### config.mk
export PLATFORM = sky130hd
export DESIGN_NAME = hadamard_4x4_layer_transform
export DESIGN_NICKNAME = d
export VERILOG_FILES = /design/src/sv/hdt_pkg.sv /design/src/sv/hdt_row_xform.sv /design/src/sv/hdt_block.sv /design/src/sv/hdt_out_stage.sv /design/src/sv/hadamard_4x4_layer_transform.sv
export SDC_FILE = /design/constraint.sdc
export NUM_CORES = 2
export LEC_CHECK = 0
export BUFFER_PORTS_ARGS = -buffer_cell sky130_fd_sc_hd__buf_4
export CAP_MARGIN = 15
export CORE_MARGIN = 3
export CORE_UTILIZATION = 60
export DETAILED_ROUTE_END_ITERATION = 12
export PLACE_DENSITY = 0.77
export SETUP_SLACK_MARGIN = 0.1
export SKIP_LAST_GASP = 1
export SLEW_MARGIN = 20
export SYNTH_ARGS = -nofsm -noshare
export SYNTH_HDL_FRONTEND = slang
export SYNTH_SLANG_ARGS = --single-unit
### constraint.sdc
create_clock -name aclk -period 11.4 [get_ports aclk]
set_input_delay 0.57 -clock aclk [delete_from_list [all_inputs] [get_ports aclk]]
set_output_delay 0.57 -clock aclk [all_outputs]
set_load 0.02 [all_outputs]
### src/sv/hdt_pkg.sv
// ============================================================================
// hdt_pkg
// Shared constants and helpers for the 4x4 Hadamard layer transform.
// ============================================================================
package hdt_pkg;

    // Block geometry.
    localparam int ROWS        = 4;
    localparam int COLS        = 4;
    localparam int LAYERS      = 16;
    localparam int STORED_ROWS = ROWS - 1;

    // Coefficients are the signed sum divided by 16, truncated toward zero.
    localparam int DIV_SHIFT = 4;

    // Output field widths.
    localparam int COEF_BITS  = 16;
    localparam int GROUP_BITS = 2;
    localparam int MASK_BITS  = 16;

    // Reset value of the layer enable mask: every layer computed.
    localparam logic [MASK_BITS-1:0] MASK_RESET = 16'hFFFF;

    // Index of the final layer group of a block.
    localparam logic [GROUP_BITS-1:0] LAST_GROUP = 2'd3;

    // Row count value on which the final row of a block arrives.
    localparam logic [1:0] LAST_ROW = 2'd3;

    // Sign of element i under 4-point basis pattern p. Bit 0 of the pattern
    // flips elements whose index has bit 1 set, bit 1 flips those with bit 0.
    // The 2-D basis is separable: columns use layer bits {2,0}, rows {3,1}.
    function automatic logic sign_neg(input logic [1:0] p, input logic [1:0] i);
        return (p[0] & i[1]) ^ (p[1] & i[0]);
    endfunction

endpackage

### src/sv/hdt_row_xform.sv
// ============================================================================
// hdt_row_xform
// Horizontal 4-point transform of one incoming row of residual samples.
// ============================================================================
module hdt_row_xform #(
    parameter int SAMPLE_BITS = 16
) (
    input  logic        [hdt_pkg::COEF_BITS-1:0] sample [hdt_pkg::COLS],
    output logic signed [SAMPLE_BITS+1:0]        h      [hdt_pkg::COLS]
);
    import hdt_pkg::*;

    localparam int HW = SAMPLE_BITS + 2;

    logic signed [HW-1:0] x   [COLS];
    logic signed [HW-1:0] acc;

    // Keep the low sample bits as a two's complement value, then form the
    // four column patterns of the row.
    always_comb begin
        acc = '0;
        for (int c = 0; c < COLS; c++) begin
            x[c] = HW'(signed'(sample[c][SAMPLE_BITS-1:0]));
        end
        for (int k = 0; k < COLS; k++) begin
            acc = '0;
            for (int c = 0; c < COLS; c++) begin
                acc = sign_neg(2'(k), 2'(c)) ? acc - x[c] : acc + x[c];
            end
            h[k] = acc;
        end
    end

endmodule

### src/sv/hdt_block.sv
// ============================================================================
// hdt_block
// Row counter, store of the first three transformed rows, vertical transform
// and the block register that holds the sixteen masked layer sums.
// ============================================================================
module hdt_block #(
    parameter int SAMPLE_BITS = 16
) (
    input  logic                                aclk,
    input  logic                                aresetn,
    input  logic                                in_valid,
    output logic                                in_ready,
    input  logic signed [SAMPLE_BITS+1:0]       h        [hdt_pkg::COLS],
    input  logic                                cfg_we,
    input  logic        [hdt_pkg::MASK_BITS-1:0] cfg_wdata,
    input  logic                                blk_free,
    output logic                                blk_load,
    output logic signed [SAMPLE_BITS+3:0]       sums     [hdt_pkg::LAYERS]
);
    import hdt_pkg::*;

    localparam int HW = SAMPLE_BITS + 2;
    localparam int SW = SAMPLE_BITS + 4;

    logic [1:0]           row_count_reg;
    logic [1:0]           row_count_next;
    logic [MASK_BITS-1:0] mask_reg;
    logic signed [HW-1:0] row_store_reg [STORED_ROWS][COLS];
    logic signed [SW-1:0] sum_reg       [LAYERS];
    logic signed [SW-1:0] sum_next      [LAYERS];
    logic signed [HW-1:0] row_val;
    logic signed [SW-1:0] acc;
    logic                 accept;
    logic                 last_row;

    // The final row may enter only when the output side can take a block.
    assign last_row = (row_count_reg == LAST_ROW);
    assign in_ready = !last_row || blk_free;
    assign accept   = in_valid && in_ready;
    assign blk_load = accept && last_row;
    assign sums     = sum_reg;

    // Row counter wraps after the fourth row of a block.
    always_comb begin
        row_count_next = row_count_reg;
        if (accept) begin
            row_count_next = row_count_reg + 2'd1;
        end
    end

    // Vertical transform over three stored rows and the arriving row.
    always_comb begin
        acc     = '0;
        row_val = '0;
        for (int l = 0; l < LAYERS; l++) begin
            acc = '0;
            for (int r = 0; r < ROWS; r++) begin
                if (r < STORED_ROWS) begin
                    row_val = row_store_reg[r][{l[2], l[0]}];
                end else begin
                    row_val = h[{l[2], l[0]}];
                end
                acc = sign_neg({l[3], l[1]}, 2'(r)) ? acc - SW'(row_val)
                                                    : acc + SW'(row_val);
            end
            sum_next[l] = mask_reg[l] ? acc : '0;
        end
    end

    // Control registers.
    always_ff @(posedge aclk) begin
        if (!aresetn) begin
            row_count_reg <= '0;
            mask_reg      <= MASK_RESET;
        end else begin
            row_count_reg <= row_count_next;
            if (cfg_we) begin
                mask_reg <= cfg_wdata;
            end
        end
    end

    // Row store and block register carry payload only.
    always_ff @(posedge aclk) begin
        if (accept && !last_row) begin
            row_store_reg[row_count_reg] <= h;
        end
        if (blk_load) begin
            sum_reg <= sum_next;
        end
    end

endmodule

### src/sv/hdt_out_stage.sv
// ============================================================================
// hdt_out_stage
// Group sequencer, divide by sixteen and the result register of the m_
// channel. One group of four coefficients leaves per transaction.
// ============================================================================
module hdt_out_stage #(
    parameter int SAMPLE_BITS = 16
) (
    input  logic                                 aclk,
    input  logic                                 aresetn,
    input  logic                                 blk_load,
    output logic                                 blk_free,
    input  logic signed [SAMPLE_BITS+3:0]        sums        [hdt_pkg::LAYERS],
    output logic                                 m_valid,
    input  logic                                 m_ready,
    output logic signed [hdt_pkg::COEF_BITS-1:0]  m_coef      [hdt_pkg::COLS],
    output logic        [hdt_pkg::GROUP_BITS-1:0] m_layer_group,
    output logic                                 m_last_group
);
    import hdt_pkg::*;

    localparam int SW = SAMPLE_BITS + 4;

    logic                         busy_reg;
    logic                         busy_next;
    logic [GROUP_BITS-1:0]        grp_reg;
    logic [GROUP_BITS-1:0]        grp_next;
    logic                         m_valid_reg;
    logic                         m_valid_next;
    logic signed [COEF_BITS-1:0]  coef_reg  [COLS];
    logic signed [COEF_BITS-1:0]  coef_next [COLS];
    logic [GROUP_BITS-1:0]        group_reg;
    logic                         last_reg;
    logic                         advance;
    logic signed [SW-1:0]         sel;
    logic signed [SW-1:0]         adj;
    logic signed [SW-1:0]         quo;

    // The result register moves when it is empty or being taken.
    assign advance  = !m_valid_reg || m_ready;
    assign blk_free = !busy_reg || ((grp_reg == LAST_GROUP) && advance);

    // Group sequencer: a new block restarts at group zero.
    always_comb begin
        busy_next    = busy_reg;
        grp_next     = grp_reg;
        m_valid_next = m_valid_reg;
        if (advance) begin
            m_valid_next = busy_reg;
            if (busy_reg) begin
                grp_next = grp_reg + 2'd1;
                if (grp_reg == LAST_GROUP) begin
                    busy_next = 1'b0;
                end
            end
        end
        if (blk_load) begin
            busy_next = 1'b1;
            grp_next  = '0;
        end
    end

    // Divide the four selected sums by sixteen, truncating toward zero.
    always_comb begin
        sel = '0;
        adj = '0;
        quo = '0;
        for (int j = 0; j < COLS; j++) begin
            sel          = sums[{grp_reg, 2'(j)}];
            adj          = sel + (sel[SW-1] ? SW'((1 << DIV_SHIFT) - 1) : SW'(0));
            quo          = adj >>> DIV_SHIFT;
            coef_next[j] = COEF_BITS'(quo);
        end
    end

    // Control registers.
    always_ff @(posedge aclk) begin
        if (!aresetn) begin
            busy_reg    <= 1'b0;
            grp_reg     <= '0;
            m_valid_reg <= 1'b0;
        end else begin
            busy_reg    <= busy_next;
            grp_reg     <= grp_next;
            m_valid_reg <= m_valid_next;
        end
    end

    // Result payload.
    always_ff @(posedge aclk) begin
        if (advance && busy_reg) begin
            coef_reg  <= coef_next;
            group_reg <= grp_reg;
            last_reg  <= (grp_reg == LAST_GROUP);
        end
    end

    assign m_valid       = m_valid_reg;
    assign m_coef        = coef_reg;
    assign m_layer_group = group_reg;
    assign m_last_group  = last_reg;

    // A block is loaded only when the previous one has drained.
    a_load_when_free: assert property (@(posedge aclk) disable iff (!aresetn)
        blk_load |-> blk_free)
        else $error("block loaded while groups are still pending");

    // A loaded block starts at group zero in the next cycle.
    a_load_restart: assert property (@(posedge aclk) disable iff (!aresetn)
        blk_load |=> (busy_reg && grp_reg == '0))
        else $error("group sequencer did not restart on block load");

    // A stalled sequencer keeps its place.
    a_stall_hold: assert property (@(posedge aclk) disable iff (!aresetn)
        (busy_reg && !advance && !blk_load) |=> (busy_reg && $stable(grp_reg)))
        else $error("group sequencer moved while the result was stalled");

    // The final-group flag marks exactly group three.
    a_last_flag: assert property (@(posedge aclk) disable iff (!aresetn)
        m_valid_reg |-> (last_reg == (group_reg == LAST_GROUP)))
        else $error("last_group does not match layer_group");

endmodule

### src/sv/hadamard_4x4_layer_transform.sv
// ============================================================================
// hadamard_4x4_layer_transform
// Forward 4x4 directional decomposition of residual blocks into 16 layers.
// ============================================================================
// Usage:
//   The s_ channel takes one row of four signed samples per transaction; four
//   consecutive rows form one 4x4 block. Each row is transformed horizontally
//   as it arrives and the first three are kept. The fourth row completes the
//   vertical transform, and the block yields four m_ transactions, each with
//   the coefficients of layers 4*g .. 4*g+3, m_layer_group = g in order 0..3
//   and m_last_group set on group 3.
//   The accepted fourth row loads the block register; group 0 then moves
//   from it into the result register and raises m_valid, and groups 1..3
//   follow one per cycle while m_ready is high.
//   Throughput: one row per cycle in and one result per cycle out, sustained while m_ready stays high.
//   The block register holding the sixteen sums is the only resource shared
//   between blocks; the fourth row of the next block enters in the cycle
//   that the last group moves into the result register.
//   Stalls: while m_ready is low the result holds, rows 0..2 of the next
//   block are still taken, and s_ready drops only for a fourth row that
//   finds the block register still occupied.
//   Reset (aresetn, synchronous, active low): row count cleared, no result
//   pending, layer enable mask set to all ones. cfg_we writes the mask.
// ============================================================================
module hadamard_4x4_layer_transform #(
    parameter int SAMPLE_BITS = 16
) (
    input  logic                                 aclk,
    input  logic                                 aresetn,
    input  logic                                 cfg_we,
    input  logic        [hdt_pkg::MASK_BITS-1:0]  cfg_wdata,
    input  logic                                 s_valid,
    output logic                                 s_ready,
    input  logic signed [hdt_pkg::COEF_BITS-1:0]  s_sample_0,
    input  logic signed [hdt_pkg::COEF_BITS-1:0]  s_sample_1,
    input  logic signed [hdt_pkg::COEF_BITS-1:0]  s_sample_2,
    input  logic signed [hdt_pkg::COEF_BITS-1:0]  s_sample_3,
    output logic                                 m_valid,
    input  logic                                 m_ready,
    output logic signed [hdt_pkg::COEF_BITS-1:0]  m_coef_first,
    output logic signed [hdt_pkg::COEF_BITS-1:0]  m_coef_second,
    output logic signed [hdt_pkg::COEF_BITS-1:0]  m_coef_third,
    output logic signed [hdt_pkg::COEF_BITS-1:0]  m_coef_fourth,
    output logic        [hdt_pkg::GROUP_BITS-1:0] m_layer_group,
    output logic                                 m_last_group
);
    import hdt_pkg::*;

    logic        [COEF_BITS-1:0]   samples [COLS];
    logic signed [SAMPLE_BITS+1:0] h       [COLS];
    logic signed [SAMPLE_BITS+3:0] sums    [LAYERS];
    logic signed [COEF_BITS-1:0]   coef    [COLS];
    logic                          blk_load;
    logic                          blk_free;

    // Gather the row into an array for the horizontal transform.
    assign samples[0] = s_sample_0;
    assign samples[1] = s_sample_1;
    assign samples[2] = s_sample_2;
    assign samples[3] = s_sample_3;

    hdt_row_xform #(
        .SAMPLE_BITS (SAMPLE_BITS)
    ) u_row_xform (
        .sample (samples),
        .h      (h)
    );

    hdt_block #(
        .SAMPLE_BITS (SAMPLE_BITS)
    ) u_block (
        .aclk      (aclk),
        .aresetn   (aresetn),
        .in_valid  (s_valid),
        .in_ready  (s_ready),
        .h         (h),
        .cfg_we    (cfg_we),
        .cfg_wdata (cfg_wdata),
        .blk_free  (blk_free),
        .blk_load  (blk_load),
        .sums      (sums)
    );

    hdt_out_stage #(
        .SAMPLE_BITS (SAMPLE_BITS)
    ) u_out_stage (
        .aclk          (aclk),
        .aresetn       (aresetn),
        .blk_load      (blk_load),
        .blk_free      (blk_free),
        .sums          (sums),
        .m_valid       (m_valid),
        .m_ready       (m_ready),
        .m_coef        (coef),
        .m_layer_group (m_layer_group),
        .m_last_group  (m_last_group)
    );

    // Spread the result coefficients onto their ports.
    assign m_coef_first  = coef[0];
    assign m_coef_second = coef[1];
    assign m_coef_third  = coef[2];
    assign m_coef_fourth = coef[3];

endmodule

==> metrics.cfg <==
[status]
status = complete, no violations

[yosys]
synth_cell_types = 109
ys_ff_latch = 625
yosysWarnings = 0
syn_avg_cell_area_um2 = 10.4
syn-num-nets = 6525
synth_top_flop_cell = edfxtp_1
postSynthCellCount = 5475
yosysSeqAreaShare_pct = 32.5
ys_async_sr_fraction_pct = 0
synthesis.area_mm2 = 0.0571
synth_edf_count = 603

[floorplanning]
coreArea_mm2 = 0.0937
dieArea_mm2 = 0.0988
rows = 112
fp.dieH_um = 314
die_x_um = 314
start_util_pct = 60.9
boundaryPins = 154

[worst_setup_path]
arrival_ns = 8.47
cp_max_fo = 10
end_kind = register
start_kind = input pin
r2r_slack_ns = 4.98
cp.required_ns = 11.79
crit_type = input pin to register

[cts]
ctsResizeCount = 0
cts-hold-fix-buffers = 0
post_cts_buffers = 0
cts_tree = yes
cts_buffers = 75
cts.sinks = 625
cts_root_buf = clkbuf_16
htree_num_levels = 3
clk_pin_slew_ns = 0.06
insertion_delay_ns = 0.68
clockBufferDepth = 3

[job]
max-cap-violations = 0

[layout]
final_common_cell = inv_1
final_cell_mix = inv_1, ha_1, edfxtp_1, xnor2_1, a21oi_1
n_fill_cell = 7257
area_growth_pct = 9.15
drive_above_1_share_pct = 8.41
nets = 6699
largest_register_ffs = 320
multi_input_area_mm2 = 0.0354
regArea_mm2 = 0.0186

[timing]
finalCritPeriodShare_pct = 70.9
setup_violations = 0
setup_tns_ns = 0
rsz0062_at_grt = no
skew_ns = 0.0470
hold_viol = 0
fmax_ghz = 0.124
fin_ws_ns = 3.31
slew_headroom_pct = 18.6
max_slew.worst_pin.slew_ns = 1.21
maxSlewViolCount = 0
layout_min_cycle_time_ns = 8.09
hold_slack_ns = 0.109

[global_route]
grt_pass1_vias = 41015
grt_usage_pct = 32.9
gr-total-overflow = 0
grt_max_degree = 161
grt_pass1_wl_mm = 246
antenna_found_initial = 2

[routing]
avgViaCountPerCell = 6.06
drt_pass1_iterations = 6
wirelength_mm = 163
via_count = 42234
wire_per_inst_um = 23.4
drc = 0
first_iter_violations = 4557
drtAntennaViolNets = 0

[place]
io_buffers = 153
dpl_worst_slack_ns = 2.68
gp_congestion = 1.01
dp_hpwl_mm = 131

[hold_path]
min_path_type = input pin to register

[cell usage after synthesis (all sizes together), types with 9 or more instances]
| cell type | count | share of area, % |
|---|---|---|
| dfxtp | 22 | 0.77 |
| a31o | 15 | 0.23 |
| a21o | 138 | 1.8 |
| a41oi | 9 | 0.14 |
| fa | 324 | 11 |
| o211ai | 31 | 0.41 |
| ha | 641 | 14 |
| o21a | 42 | 0.55 |
| inv | 720 | 4.7 |
| nor3b | 26 | 0.34 |
| o21ai | 205 | 1.8 |
| or2 | 27 | 0.30 |
| and2 | 161 | 1.8 |
| nor2b | 97 | 1.1 |
| nor2 | 332 | 2.2 |
| o31ai | 26 | 0.37 |
| nor3 | 138 | 1.2 |
| nand4 | 25 | 0.27 |
| a31oi | 43 | 0.47 |
| and3b | 9 | 0.14 |
| mux4 | 80 | 3.2 |
| and3 | 46 | 0.51 |
| a211o | 15 | 0.23 |
| a211oi | 41 | 0.57 |
| a21oi | 355 | 3.2 |
| buf | 28 | 0.36 |
| xnor2 | 380 | 5.9 |
| o22ai | 10 | 0.11 |
| mux2i | 12 | 0.21 |
| xor2 | 158 | 2.4 |
| nand2b | 80 | 0.88 |
| clkbuf | 57 | 0.38 |
| o21bai | 89 | 1.2 |
| or3 | 33 | 0.37 |
| o41ai | 18 | 0.38 |
| nand2 | 223 | 1.5 |
| nand3 | 87 | 0.76 |
| a21boi | 19 | 0.25 |
| edfxtp | 603 | 32 |
| a2111oi | 11 | 0.23 |
[kinds of logic after synthesis]
| kind of cell | Yosys count | synth area share (%) |
|---|---|---|
| AO/OA/AOI/OAI | 1124 | 12.9 |
| XOR/XNOR | 540 | 8.42 |
| adder cells (fa/ha/maj) | 965 | 25.4 |
| buffers and inverters | 809 | 5.50 |
| flip-flops | 625 | 32.5 |
| multiplexers | 93 | 3.39 |
| AND/OR/NAND/NOR | 1319 | 11.8 |
[per-layer routing]
metal | GRT usage (%) | wire length (um) | vias to the layer above
li1 | - | - | 19404
met1 | 49.2 | 71100 | 20534
met2 | 47.8 | 68400 | 2069
met3 | 8.69 | 19400 | 227
met4 | 8.00 | 3770 | 0
met5 | 0 | 0 | -
[layout make-up]
type                            instances  area share, %
Clock inverter                         51           1.10
Tap cell                             1254           2.52
Inverter                              724           4.36
Sequential cell                       625           29.8
Clock buffer                           86           3.16
Antenna cell                            1        0.00402
Timing Repair Buffer                  182           2.21
Multi-Input combinational cell       4041           56.8
[stage by stage]
stage	util [%]	cells	cell area (um^2)
after floorplan	-	5475	57100
after global placement	63.6	6826	59600
after detailed placement	63.6	6826	59600
after CTS	66.4	6963	62300
after global routing	66.4	6963	62300
final	66.4	6964	62300
[path summary, 6_finish.rpt]
check / end / cells past startpoint / start
setup reg to reg: u_block.sums[78] / 20 / u_block.row_store_reg[1][19]
hold / removal: u_block.mask_reg[12] / 3 / cfg_wdata[12]
setup / recovery: u_block.sums[78] / 28 / s_sample_1[2]
hold reg to reg: u_out_stage.m_valid / 2 / u_out_stage.busy_reg
[critical path, cell delays in order]
cell and delay, ns:
buf_4 0.09, inv_1 0.03, ha_1 0.66, o21ai_1 0.43, a21oi_1 0.32, o21ai_0 0.14, a22oi_1 0.27, a41oi_1 0.24
a21oi_1 0.40, xor2_1 0.30, fa_1 0.51, ha_1 0.35, nand2_1 0.10, o211ai_1 0.23, a21oi_1 0.12, nor2_1 0.12
a21oi_1 0.08, xnor2_1 0.78, xnor2_1 0.17, ha_1 0.35, ha_1 0.35, nand4_1 0.17, a2111oi_0 0.71, nor3_1 0.14
nor3_1 0.38, a31oi_1 0.16, xnor2_1 0.14, and2_1 0.15
Power is not shown: default switching activity piles up to over one toggle a cycle in this logic, so the estimate is an artifact.
